===== src/hdl/ebrd_pkg.sv =====
// ----------------------------------------------------------------------------
// ebrd_pkg
// shared types, constants and commands of the beat rate detector
// ----------------------------------------------------------------------------
`default_nettype none
package ebrd_pkg;
  localparam int AVG_DEPTH_DEF   = 5;
  localparam int SAMPLE_BITS_DEF = 12;
  localparam int THR_W  = 40;
  localparam int TIME_W = 32;
  localparam int RATE_W = 16;
  localparam int CFG_W  = 24;
  localparam int CFG_IDX_W = 2;

  localparam logic [CFG_IDX_W-1:0] REG_MIN_THR = 2'd0;
  localparam logic [CFG_IDX_W-1:0] REG_MIN_IBI = 2'd1;
  localparam logic [CFG_IDX_W-1:0] REG_MAX_IBI = 2'd2;
  localparam logic [CFG_IDX_W-1:0] REG_TIMEOUT = 2'd3;

  localparam logic [CFG_W-1:0]  MIN_THR_RST = 24'd1500;
  localparam logic [15:0]       MIN_IBI_RST = 16'd300;
  localparam logic [15:0]       MAX_IBI_RST = 16'd1500;
  localparam logic [15:0]       TIMEOUT_RST = 16'd3000;
  localparam logic [TIME_W-1:0] RATE_NUM    = 32'd60000;

  typedef enum logic [3:0] {
    ST_IDLE, ST_SQUARE, ST_LOSS, ST_DECAY_DIV, ST_DECAY_SUB, ST_DETECT,
    ST_RATE_DIV, ST_RAISE, ST_SUM, ST_AVG_DIV, ST_AVG_DONE, ST_OUT
  } state_t;

  typedef struct packed {
    logic load;
    logic square;
    logic loss;
    logic div_start_decay;
    logic decay_sub;
    logic detect;
    logic div_start_rate;
    logic raise;
    logic sum_clear;
    logic sum_step;
    logic div_start_avg;
    logic avg_done;
    logic out_load;
  } cmd_t;

  typedef struct packed {
    logic off;
    logic div_busy;
    logic beat;
    logic sum_last;
  } sts_t;
endpackage
`default_nettype wire


===== src/hdl/ebrd_if.sv =====
// ----------------------------------------------------------------------------
// ebrd_in_if / ebrd_out_if
// valid/ready channels of the beat rate detector
// ----------------------------------------------------------------------------
`default_nettype none
interface ebrd_in_if #(parameter int SAMPLE_BITS = 12);
  logic                   valid;
  logic                   ready;
  logic [SAMPLE_BITS-1:0] sample;
  logic [31:0]            time_ms;
  logic                   lead_off_plus;
  logic                   lead_off_minus;
  modport source (output valid, sample, time_ms, lead_off_plus, lead_off_minus,
                  input ready);
  modport sink   (input valid, sample, time_ms, lead_off_plus, lead_off_minus,
                  output ready);
endinterface

interface ebrd_out_if;
  logic        valid;
  logic        ready;
  logic [15:0] beats_per_minute;
  modport source (output valid, beats_per_minute, input ready);
  modport sink   (input valid, beats_per_minute, output ready);
endinterface
`default_nettype wire


===== src/hdl/ebrd_div.sv =====
// ----------------------------------------------------------------------------
// ebrd_div
// radix-2 restoring divider, one quotient bit per cycle
// ----------------------------------------------------------------------------
`default_nettype none
module ebrd_div (
  input  wire logic        clk,
  input  wire logic        rst_n,
  input  wire logic        start,
  input  wire logic [39:0] dividend,
  input  wire logic [39:0] divisor,
  output logic             busy,
  output logic [39:0]      quotient
);
  import ebrd_pkg::*;
  logic [39:0] q_r, q_nxt, r_r, r_nxt, d_r, d_nxt;
  logic [5:0]  cnt_r, cnt_nxt;
  logic        busy_r, busy_nxt;
  logic [40:0] trial;

  always_comb begin
    q_nxt = q_r; r_nxt = r_r; d_nxt = d_r; cnt_nxt = cnt_r; busy_nxt = busy_r;
    trial = {r_r, q_r[39]} - {1'b0, d_r};
    if (start) begin
      q_nxt = dividend; r_nxt = '0; d_nxt = divisor; cnt_nxt = 6'd40;
      busy_nxt = 1'b1;
    end else if (busy_r) begin
      if (!trial[40]) begin
        r_nxt = trial[39:0];
        q_nxt = {q_r[38:0], 1'b1};
      end else begin
        r_nxt = {r_r[38:0], q_r[39]};
        q_nxt = {q_r[38:0], 1'b0};
      end
      cnt_nxt = cnt_r - 6'd1;
      if (cnt_r == 6'd1) busy_nxt = 1'b0;
    end
  end

  always_ff @(posedge clk) begin
    if (!rst_n) begin
      busy_r <= 1'b0; cnt_r <= '0;
    end else begin
      busy_r <= busy_nxt; cnt_r <= cnt_nxt;
    end
    q_r <= q_nxt; r_r <= r_nxt; d_r <= d_nxt;
  end

  assign busy      = busy_r;
  assign quotient  = q_r;
endmodule
`default_nettype wire


===== src/hdl/ebrd_ctrl.sv =====
// ----------------------------------------------------------------------------
// ebrd_ctrl
// sequencer stepping one sample through the datapath
// ----------------------------------------------------------------------------
`default_nettype none
module ebrd_ctrl (
  input  wire logic          clk,
  input  wire logic          rst_n,
  input  wire logic          in_valid,
  output logic               in_ready,
  output logic               out_valid,
  input  wire logic          out_ready,
  input  wire ebrd_pkg::sts_t sts,
  output ebrd_pkg::cmd_t     cmd
);
  import ebrd_pkg::*;
  state_t state_r, state_nxt;
  logic   wait_r, wait_nxt;

  always_comb begin
    state_nxt = state_r;
    wait_nxt  = 1'b0;
    unique case (state_r)
      ST_IDLE:      if (in_valid) state_nxt = ST_SQUARE;
      ST_SQUARE:    state_nxt = sts.off ? ST_OUT : ST_LOSS;
      ST_LOSS:      state_nxt = ST_DECAY_DIV;
      ST_DECAY_DIV: begin
        wait_nxt = 1'b1;
        if (wait_r && !sts.div_busy) state_nxt = ST_DECAY_SUB;
      end
      ST_DECAY_SUB: state_nxt = ST_DETECT;
      ST_DETECT:    state_nxt = sts.beat ? ST_RATE_DIV : ST_OUT;
      ST_RATE_DIV:  begin
        wait_nxt = 1'b1;
        if (wait_r && !sts.div_busy) state_nxt = ST_RAISE;
      end
      ST_RAISE:     state_nxt = ST_SUM;
      ST_SUM:       if (sts.sum_last) state_nxt = ST_AVG_DIV;
      ST_AVG_DIV:   begin
        wait_nxt = 1'b1;
        if (wait_r && !sts.div_busy) state_nxt = ST_AVG_DONE;
      end
      ST_AVG_DONE:  state_nxt = ST_OUT;
      ST_OUT:       if (!out_valid || out_ready) state_nxt = ST_IDLE;
      default:      state_nxt = ST_IDLE;
    endcase
  end

  always_comb begin
    cmd = '0;
    in_ready = 1'b0;
    unique case (state_r)
      ST_IDLE:      begin in_ready = 1'b1; cmd.load = in_valid; end
      ST_SQUARE:    cmd.square = 1'b1;
      ST_LOSS:      cmd.loss = 1'b1;
      ST_DECAY_DIV: cmd.div_start_decay = !wait_r;
      ST_DECAY_SUB: cmd.decay_sub = 1'b1;
      ST_DETECT:    cmd.detect = 1'b1;
      ST_RATE_DIV:  cmd.div_start_rate = !wait_r;
      ST_RAISE:     begin cmd.raise = 1'b1; cmd.sum_clear = 1'b1; end
      ST_SUM:       cmd.sum_step = 1'b1;
      ST_AVG_DIV:   cmd.div_start_avg = !wait_r;
      ST_AVG_DONE:  cmd.avg_done = 1'b1;
      ST_OUT:       cmd.out_load = !out_valid || out_ready;
      default:      ;
    endcase
  end

  logic ov_r, ov_nxt;
  always_comb begin
    ov_nxt = ov_r;
    if (out_ready) ov_nxt = 1'b0;
    if (cmd.out_load) ov_nxt = 1'b1;
  end
  assign out_valid = ov_r;

  always_ff @(posedge clk) begin
    if (!rst_n) begin
      state_r <= ST_IDLE; wait_r <= 1'b0; ov_r <= 1'b0;
    end else begin
      state_r <= state_nxt; wait_r <= wait_nxt; ov_r <= ov_nxt;
    end
  end
endmodule
`default_nettype wire


===== src/hdl/ebrd_dp.sv =====
// ----------------------------------------------------------------------------
// ebrd_dp
// detector datapath: squaring, threshold, interval check, rate history
// ----------------------------------------------------------------------------
`default_nettype none
module ebrd_dp #(
  parameter int AVG_DEPTH   = ebrd_pkg::AVG_DEPTH_DEF,
  parameter int SAMPLE_BITS = ebrd_pkg::SAMPLE_BITS_DEF
) (
  input  wire logic                   clk,
  input  wire logic                   rst_n,
  input  wire logic [SAMPLE_BITS-1:0] in_sample,
  input  wire logic [31:0]            in_time_ms,
  input  wire logic                   in_off,
  input  wire logic [23:0]            min_threshold,
  input  wire logic [15:0]            min_interval_ms,
  input  wire logic [15:0]            max_interval_ms,
  input  wire logic [15:0]            timeout_ms,
  input  wire ebrd_pkg::cmd_t         cmd,
  output ebrd_pkg::sts_t              sts,
  output logic [15:0]                 beats_per_minute
);
  import ebrd_pkg::*;
  localparam int IW = $clog2(AVG_DEPTH + 1);
  localparam int HW = (AVG_DEPTH > 1) ? $clog2(AVG_DEPTH) : 1;
  localparam int SQW = 2 * SAMPLE_BITS;
  // ceil(2^48 / 100), exact floor division of values below 2^41 by 100
  localparam logic [41:0] RECIP_100 = 42'd2814749767107;

  logic [SAMPLE_BITS-1:0] smp_r, prev_r;
  logic [31:0]  now_r, last_r, ibi_r;
  logic         off_r, active_r, seen_r;
  logic [THR_W-1:0] thr_r;
  logic [SQW-1:0]   sq_r;
  logic [15:0]  rate_r, bpm_r;
  logic [15:0]  hist [AVG_DEPTH];
  logic [HW-1:0] hidx_r;
  logic [IW-1:0] hcnt_r, sidx_r;
  logic [19:0]  sum_r;
  logic [15:0]  hrd;

  logic [THR_W-1:0] fl;
  assign fl = {min_threshold, 16'd0};
  logic [THR_W+SQW-1:0] sqq;
  assign sqq = {{THR_W{1'b0}}, sq_r} << 16;
  logic [THR_W+SQW-1:0] thr_w;
  assign thr_w = {{SQW{1'b0}}, thr_r};
  logic signed [SAMPLE_BITS:0] dx;
  assign dx = $signed({1'b0, smp_r}) - $signed({1'b0, prev_r});
  logic [31:0] ibi;
  assign ibi = now_r - last_r;
  logic [THR_W+SQW-1:0] t_raise;
  assign t_raise = {{THR_W{1'b0}}, sq_r} << 15;
  logic beat;
  assign beat = sqq > thr_w && !active_r && seen_r && ibi != 32'd0 &&
                ibi >= {16'd0, min_interval_ms} && ibi <= {16'd0, max_interval_ms};

  logic        dv_start, dv_busy;
  logic [39:0] dv_a, dv_b, dv_q;

  // decay step ceil(x/100) as floor((x+99)/100) by reciprocal multiply
  logic [40:0] rc_y_r;
  logic [82:0] rc_acc_r;
  logic [1:0]  rc_k_r;
  logic        rc_busy_r;
  logic [13:0] rc_chunk;
  logic [54:0] rc_prod;

  always_comb begin
    case (rc_k_r)
      2'd2:    rc_chunk = RECIP_100[41:28];
      2'd1:    rc_chunk = RECIP_100[27:14];
      default: rc_chunk = RECIP_100[13:0];
    endcase
  end
  assign rc_prod = {14'd0, rc_y_r} * {41'd0, rc_chunk};

  always_ff @(posedge clk) begin
    if (!rst_n) begin
      rc_busy_r <= 1'b0; rc_k_r <= '0;
    end else if (cmd.div_start_decay) begin
      rc_busy_r <= 1'b1; rc_k_r <= 2'd2;
    end else if (rc_busy_r) begin
      rc_k_r <= rc_k_r - 2'd1;
      if (rc_k_r == 2'd0) rc_busy_r <= 1'b0;
    end
  end

  always_ff @(posedge clk) begin
    if (cmd.div_start_decay) begin
      rc_y_r <= {1'b0, thr_r - fl} + 41'd99; rc_acc_r <= '0;
    end else if (rc_busy_r) begin
      rc_acc_r <= {rc_acc_r[68:0], 14'd0} + {28'd0, rc_prod};
    end
  end

  always_comb begin
    dv_start = cmd.div_start_rate | cmd.div_start_avg;
    dv_a = 40'd0; dv_b = 40'd1;
    if (cmd.div_start_rate)  begin dv_a = {8'd0, RATE_NUM}; dv_b = {8'd0, ibi_r}; end
    if (cmd.div_start_avg)   begin
      dv_a = {20'd0, sum_r}; dv_b = {{(40-IW){1'b0}}, hcnt_r};
    end
  end

  ebrd_div u_div (
    .clk(clk), .rst_n(rst_n), .start(dv_start), .dividend(dv_a),
    .divisor(dv_b), .busy(dv_busy), .quotient(dv_q)
  );

  always_ff @(posedge clk) begin
    if (cmd.raise) hist[hidx_r] <= dv_q[15:0];
    hrd <= hist[sidx_r[HW-1:0]];
  end

  logic sum_valid_r;
  always_ff @(posedge clk) begin
    if (!rst_n) begin
      prev_r <= '0; thr_r <= {MIN_THR_RST, 16'd0}; active_r <= 1'b0;
      seen_r <= 1'b0; last_r <= '0; hidx_r <= '0; hcnt_r <= '0;
      rate_r <= '0; sum_valid_r <= 1'b0;
    end else begin
      if (cmd.load) begin
        smp_r <= in_sample; now_r <= in_time_ms; off_r <= in_off;
      end
      if (cmd.square) begin
        prev_r <= smp_r;
        sq_r   <= SQW'(dx * dx);
        if (off_r) begin
          rate_r <= '0; active_r <= 1'b0; seen_r <= 1'b0; last_r <= '0;
          thr_r <= fl; hcnt_r <= '0; hidx_r <= '0;
        end
      end
      if (cmd.loss && seen_r && ibi > {16'd0, timeout_ms}) begin
        rate_r <= '0; seen_r <= 1'b0; last_r <= '0; hcnt_r <= '0;
        hidx_r <= '0; thr_r <= fl;
      end
      if (cmd.decay_sub && thr_r > fl)
        thr_r <= thr_r - {5'd0, rc_acc_r[82:48]};
      if (cmd.detect) begin
        ibi_r <= ibi;
        if (sqq > thr_w && !active_r) begin
          active_r <= 1'b1;
          last_r <= now_r;
          seen_r <= 1'b1;
        end else if (sqq * 5 < thr_w * 2) begin
          active_r <= 1'b0;
        end
      end
      if (cmd.raise) begin
        if (t_raise < {{SQW{1'b0}}, fl}) thr_r <= fl;
        else if (t_raise > {{SQW{1'b0}}, {THR_W{1'b1}}}) thr_r <= '1;
        else thr_r <= t_raise[THR_W-1:0];
        hidx_r <= (hidx_r == HW'(AVG_DEPTH - 1)) ? '0 : hidx_r + 1'b1;
        if (hcnt_r < IW'(AVG_DEPTH)) hcnt_r <= hcnt_r + 1'b1;
      end
      sum_valid_r <= cmd.sum_step;
      if (cmd.avg_done) rate_r <= dv_q[15:0];
      if (cmd.out_load) bpm_r <= off_r ? 16'd0 : rate_r;
    end
    if (cmd.sum_clear) begin sum_r <= '0; sidx_r <= '0; end
    else if (cmd.sum_step) begin
      if (sidx_r < hcnt_r) sidx_r <= sidx_r + 1'b1;
      if (sum_valid_r) sum_r <= sum_r + {4'd0, hrd};
    end
  end

  // hrd is read registered from sidx; sadd counts the adds, the last when it reaches hcnt
  logic [IW-1:0] sadd_r;
  always_ff @(posedge clk) begin
    if (cmd.sum_clear) sadd_r <= '0;
    else if (sum_valid_r && cmd.sum_step) sadd_r <= sadd_r + 1'b1;
  end

  assign sts.off      = off_r;
  assign sts.div_busy = dv_busy | rc_busy_r;
  assign sts.beat     = beat;
  assign sts.sum_last = cmd.sum_step && sum_valid_r && (sadd_r + 1'b1 == hcnt_r);
  assign beats_per_minute = bpm_r;
endmodule
`default_nettype wire


===== src/hdl/ecg_beat_rate_detector.sv =====
// ----------------------------------------------------------------------------
// ecg_beat_rate_detector
// squared-derivative QRS detector with adaptive threshold and rate averaging
// ----------------------------------------------------------------------------
// One sample is processed at a time and gives one rate result. A sample with
// a lead-off flag goes from squaring straight to the output; others pass the
// loss check, the threshold decay done by a reciprocal multiply and the
// detection, and when a beat is accepted, the shared divider for the
// 60000/interval rate, the walk over the history entries and the divider
// again for the history mean.
`default_nettype none
module ecg_beat_rate_detector #(
  parameter int AVG_DEPTH   = ebrd_pkg::AVG_DEPTH_DEF,
  parameter int SAMPLE_BITS = ebrd_pkg::SAMPLE_BITS_DEF
) (
  input  wire logic        clk,
  input  wire logic        rst_n,
  ebrd_in_if.sink          in_ch,
  ebrd_out_if.source       out_ch,
  input  wire logic        cfg_we,
  input  wire logic [ebrd_pkg::CFG_IDX_W-1:0] cfg_index,
  input  wire logic [ebrd_pkg::CFG_W-1:0]     cfg_data
);
  import ebrd_pkg::*;
  logic [23:0] min_thr_r;
  logic [15:0] min_ibi_r, max_ibi_r, timeout_r;
  cmd_t cmd;
  sts_t sts;

  always_ff @(posedge clk) begin
    if (!rst_n) begin
      min_thr_r <= MIN_THR_RST; min_ibi_r <= MIN_IBI_RST;
      max_ibi_r <= MAX_IBI_RST; timeout_r <= TIMEOUT_RST;
    end else if (cfg_we) begin
      unique case (cfg_index)
        REG_MIN_THR: min_thr_r <= cfg_data;
        REG_MIN_IBI: min_ibi_r <= cfg_data[15:0];
        REG_MAX_IBI: max_ibi_r <= cfg_data[15:0];
        REG_TIMEOUT: timeout_r <= cfg_data[15:0];
        default: ;
      endcase
    end
  end

  ebrd_ctrl u_ctrl (
    .clk(clk), .rst_n(rst_n), .in_valid(in_ch.valid), .in_ready(in_ch.ready),
    .out_valid(out_ch.valid), .out_ready(out_ch.ready), .sts(sts), .cmd(cmd)
  );

  ebrd_dp #(.AVG_DEPTH(AVG_DEPTH), .SAMPLE_BITS(SAMPLE_BITS)) u_dp (
    .clk(clk), .rst_n(rst_n), .in_sample(in_ch.sample), .in_time_ms(in_ch.time_ms),
    .in_off(in_ch.lead_off_plus | in_ch.lead_off_minus),
    .min_threshold(min_thr_r), .min_interval_ms(min_ibi_r),
    .max_interval_ms(max_ibi_r), .timeout_ms(timeout_r),
    .cmd(cmd), .sts(sts), .beats_per_minute(out_ch.beats_per_minute)
  );
endmodule
`default_nettype wire


===== src/flat_wrapper.sv =====
// flat-port wrapper written by rule: the top's interface ports become plain ports
module ecg_beat_rate_detector_flat import ebrd_pkg::*;
#(
  parameter int AVG_DEPTH   = ebrd_pkg::AVG_DEPTH_DEF,
  parameter int SAMPLE_BITS = ebrd_pkg::SAMPLE_BITS_DEF
)
  (clk, rst_n, cfg_we, cfg_index, cfg_data, in_ch_valid, in_ch_sample, in_ch_time_ms, in_ch_lead_off_plus, in_ch_lead_off_minus, in_ch_ready, out_ch_valid, out_ch_beats_per_minute, out_ch_ready);
  ebrd_in_if #(.SAMPLE_BITS(SAMPLE_BITS)) in_ch_i ();
  ebrd_out_if out_ch_i ();
  input  wire logic clk;
  input  wire logic rst_n;
  input  wire logic cfg_we;
  input  wire logic [ebrd_pkg::CFG_IDX_W-1:0] cfg_index;
  input  wire logic [ebrd_pkg::CFG_W-1:0] cfg_data;
  input wire logic [$bits(in_ch_i.valid)-1:0] in_ch_valid;
  input wire logic [$bits(in_ch_i.sample)-1:0] in_ch_sample;
  input wire logic [$bits(in_ch_i.time_ms)-1:0] in_ch_time_ms;
  input wire logic [$bits(in_ch_i.lead_off_plus)-1:0] in_ch_lead_off_plus;
  input wire logic [$bits(in_ch_i.lead_off_minus)-1:0] in_ch_lead_off_minus;
  output wire logic [$bits(in_ch_i.ready)-1:0] in_ch_ready;
  output wire logic [$bits(out_ch_i.valid)-1:0] out_ch_valid;
  output wire logic [$bits(out_ch_i.beats_per_minute)-1:0] out_ch_beats_per_minute;
  input wire logic [$bits(out_ch_i.ready)-1:0] out_ch_ready;
  assign in_ch_i.valid = in_ch_valid;
  assign in_ch_i.sample = in_ch_sample;
  assign in_ch_i.time_ms = in_ch_time_ms;
  assign in_ch_i.lead_off_plus = in_ch_lead_off_plus;
  assign in_ch_i.lead_off_minus = in_ch_lead_off_minus;
  assign in_ch_ready = in_ch_i.ready;
  assign out_ch_valid = out_ch_i.valid;
  assign out_ch_beats_per_minute = out_ch_i.beats_per_minute;
  assign out_ch_i.ready = out_ch_ready;
  ecg_beat_rate_detector #(.AVG_DEPTH(AVG_DEPTH), .SAMPLE_BITS(SAMPLE_BITS)) u_core (.clk(clk), .rst_n(rst_n), .in_ch(in_ch_i), .out_ch(out_ch_i), .cfg_we(cfg_we), .cfg_index(cfg_index), .cfg_data(cfg_data));
endmodule

===== config.mk =====
export PLATFORM = sky130hd
export DESIGN_NAME = ecg_beat_rate_detector_flat
export DESIGN_NICKNAME = d
export VERILOG_FILES = /design/src/hdl/ebrd_pkg.sv /design/src/hdl/ebrd_if.sv /design/src/hdl/ebrd_div.sv /design/src/hdl/ebrd_ctrl.sv /design/src/hdl/ebrd_dp.sv /design/src/hdl/ecg_beat_rate_detector.sv /design/src/flat_wrapper.sv
export SDC_FILE = /design/constraint.sdc
export NUM_CORES = 2
export LEC_CHECK = 0
export ABC_AREA = 1
export ABC_CLOCK_PERIOD_IN_PS = 8700
export CAP_MARGIN = 5
export CORE_MARGIN = 2
export CORE_UTILIZATION = 65
export CTS_BUF_LIST = sky130_fd_sc_hd__clkbuf_4 sky130_fd_sc_hd__clkbuf_8 sky130_fd_sc_hd__clkbuf_16
export DETAILED_ROUTE_END_ITERATION = 7
export DONT_BUFFER_PORTS = 1
export PLACE_DENSITY = 0.81
export SYNTH_ARGS = -nofsm -noshare
export SYNTH_HDL_FRONTEND = slang
export SYNTH_SLANG_ARGS = --single-unit

===== constraint.sdc =====
create_clock -name clk -period 8.7 [get_ports clk]
set_input_delay 0.435 -clock clk [delete_from_list [all_inputs] [get_ports clk]]
set_output_delay 0.435 -clock clk [all_outputs]
set_load 0.01 [all_outputs]

==> results.toml <==
[floorplanning]
core_um2 = 94900
start_util = 0.654
io_pins = 95
die_h_um = 313
rows = 113
die_width_um = 313
dieArea_um2 = 98000

[clock_network]
cts-root-buf = "clkbuf_16"
clkSlewWorstSetupHoldPaths_ns = 0.06
clk_path_buf_depth = 3
clock_latency_ns = 0.64
cts_buffers = 71
cts_tree = "yes"
htreeDepth = 3
cts.sinks = 671

[yosys]
synth.avg_cell_area_um2 = 8.10
synth_top_family_by_area = "adder cells"
muxShareOfSynthArea = 0
synth_ff_type = "dfxtp_1"
synth_xor_area_frac = 0.0350
synth_area_um2 = 62100
syn-num-nets = 8899
yosys.area_share.simple = 0.156
synth_compound_area_frac = 0.127
synth-async-reset-ratio = 0
synth_edf_count = 309
ys_warn_count = 0
synthAdderAreaFrac = 0.302
ys_seq_area_frac = 0.266
ys_ff_latch = 671
syn-instance-count = 7660
yosysUniqueCellTypes = 64

[routing]
ant_nets = 0
vias_per_cell = 5.74
drt-pass1-iter-count = 7
drc = 0
wirelength_mm = 169
first_iter_violations = 4883
num_vias = 51686
routedWlPerCell_um = 18.8

[layout]
layout_common_cells = "inv_1 (1664), nand2_1 (1065), nor2_1 (756)"
layout_commonest_cell = "inv_1"
final_util = 0.701
finalNonFillerCells = 9001
syn_to_final_growth_pct = 7.21
nFillCells = 7475
fin_nets = 8907
drive_above_1_share = 0.0347

[worst_setup_path]
end_kind = "register"
required_ns = 9.23
path_class = "reg -> reg"
r2r_start = "u_core.u_dp.rc_k_r[0]$_SDFFE_PP0P_"
cp.arrival_ns = 8.66
r2r_cells = 26
reg2reg_slack_ns = 0.57
reg2reg_to = "u_core.u_dp.rc_acc_r[67]$_SDFFE_PP0P_"
startpoint_type = "register"
worstPathMaxFanout = 26

[sta]
period_share = 0.935
skew_ns = 0.0339
max_freq_ghz = 0.123
period_minus_slack_ns = 8.13
whs_ns = 0.0245
setup_violations = 0
slew_headroom = 0.216
hold_viol = 0
worstMarginPinSlew_ns = 1.17
finalMaxSlewViolations = 0
finalSetupTns_ns = 0
grt_setup_unrepaired = "no"

[global_routing]
antenna_found_initial = 8
grt_max_degree = 140
grt_pass1_vias = 51560
grt_pass1_wl_mm = 271
track_usage = 0.346
grt_overflow = 0

[worst_hold_path]
hold_path_class = "in -> reg"
hold_start = "cfg_data[17]"
worstHoldEndpoint = "u_core.min_thr_r[17]$_SDFFE_PN0P_"
min_path_cells = 2

[job]
drv_cap = 0

[place]
placedCellCount = 8789
place.detailed.hpwl_mm = 132
port_buffers = 0
globalplace.congestion = 1.02

[outcome]
status = "complete, no violations"
==> repair_timing <==
| action | 4_1_cts | 5_1_grt |
|---|---|---|
| buffers inserted | 0 | 0 |
| gates resized for setup | 0 | 0 |
| hold buffers | 70 | 0 |
| endpoints found under the hold margin | 196 | 0 |
==> critical path, stage by stage, from the launching register on <==
cell	delay, ns
dfxtp_1	0.40
inv_1	0.11
ha_1	0.20
buf_4	0.24
inv_1	0.48
nand2_1	0.24
fa_1	0.56
inv_1	0.06
fa_1	0.53
fa_1	0.55
fa_1	0.53
fa_1	0.56
inv_1	0.07
fa_1	0.53
inv_1	0.04
ha_1	0.33
nand2_1	0.11
nor2_1	0.32
nand4_1	0.12
o21ai_0	0.52
inv_1	0.14
o21ai_0	0.57
a31oi_1	0.31
o21ai_0	0.26
nand3_1	0.09
o211ai_1	0.12
inv_1	0.06
==> registers in the layout, indices dropped and copies added (netlist names), 24 cells and up <==
signal / cells
u_core.min_thr_r: 24
u_core.u_dp.ibi_r: 32
u_core.u_dp.u_div.d_r: 32
u_core.u_dp.u_div.r_r: 40
u_core.u_dp.now_r: 32
u_core.u_dp.u_div.quotient: 40
u_core.u_dp.thr_r: 40
u_core.u_dp.rc_y_r: 41
u_core.u_dp.rc_acc_r: 83
u_core.u_dp.last_r: 32
u_core.u_dp.hist: 80
==> metrics by stage <==
step,cell area [µm²],worst slack (ns)
2_1_floorplan,62100,1.31
3_3_place_gp,63300,0.831
3_5_place_dp,63300,0.729
4_1_cts,66500,0.674
5_1_grt,66500,0.0670
6_report,66500,0.567
==> Yosys cell counts, drive strengths merged (27+ instances only) <==
cell | number | area [µm²]
nand4 | 109 | 694
inv | 1670 | 6270
nand2 | 1072 | 4040
fa | 560 | 11200
o21ai | 470 | 2380
ha | 602 | 7530
nor2 | 766 | 2890
a21oi | 544 | 2750
or2 | 29 | 181
xnor2 | 88 | 771
dfxtp | 362 | 7250
buf | 37 | 215
nor4 | 27 | 181
nor3 | 79 | 407
edfxtp | 309 | 9280
clkbuf | 151 | 567
xor2 | 160 | 1400
o21bai | 45 | 342
a31oi | 79 | 494
nand3 | 228 | 1150
o211ai | 117 | 883
==> cell type report <==
type	count	area [µm²]	share of cell area
Tap cell	1265	1580	0.0238
Timing Repair Buffer	123	1120	0.0168
Inverter	1677	6290	0.0946
Antenna cell	10	25.0	0.000376
Clock buffer	91	2020	0.0303
Multi-Input combinational cell	5124	38500	0.579
Sequential cell	671	16500	0.248
Clock inverter	40	432	0.00649
==> metal layers <==
| metal | part of all wire | wire, µm | global-route usage |
|---|---|---|---|
| met5 | 0.00041 | 69 | 0 |
| met4 | 0.040 | 6740 | 0.139 |
| met1 | 0.40 | 67900 | 0.448 |
| met3 | 0.079 | 13300 | 0.0509 |
| met2 | 0.48 | 80800 | 0.584 |
==> logic make-up after synthesis <==
group,count (synthesis)
simple gates,2328
buf+inv,1865
compound gates,1386
fa+ha+maj,1162
flops,671
xor+xnor,248
==> worst max-delay path by stage <==
stage | cells past startpoint | slack, ns | start | endpoint
2_1_floorplan | 29 | 1.31 | u_core.u_dp.smp_r[0]$_DFFE_PP_ | u_core.u_dp.sq_r[21]$_DFFE_PP_
3_3_place_gp | 37 | 0.83 | u_core.u_dp.smp_r[0]$_DFFE_PP_ | u_core.u_dp.sq_r[21]$_DFFE_PP_
3_5_place_dp | 26 | 0.73 | u_core.u_dp.rc_k_r[0]$_SDFFE_PP0P_ | u_core.u_dp.rc_acc_r[67]$_SDFFE_PP0P_
4_1_cts | 37 | 0.67 | u_core.u_dp.smp_r[0]$_DFFE_PP_ | u_core.u_dp.sq_r[21]$_DFFE_PP_
5_1_grt | 37 | 0.07 | u_core.u_dp.smp_r[0]$_DFFE_PP_ | u_core.u_dp.sq_r[21]$_DFFE_PP_
6_report | 26 | 0.57 | u_core.u_dp.rc_k_r[0]$_SDFFE_PP0P_ | u_core.u_dp.rc_acc_r[67]$_SDFFE_PP0P_
Power is not shown: default switching activity piles up to over one toggle a cycle in this logic, so the estimate is an artifact.
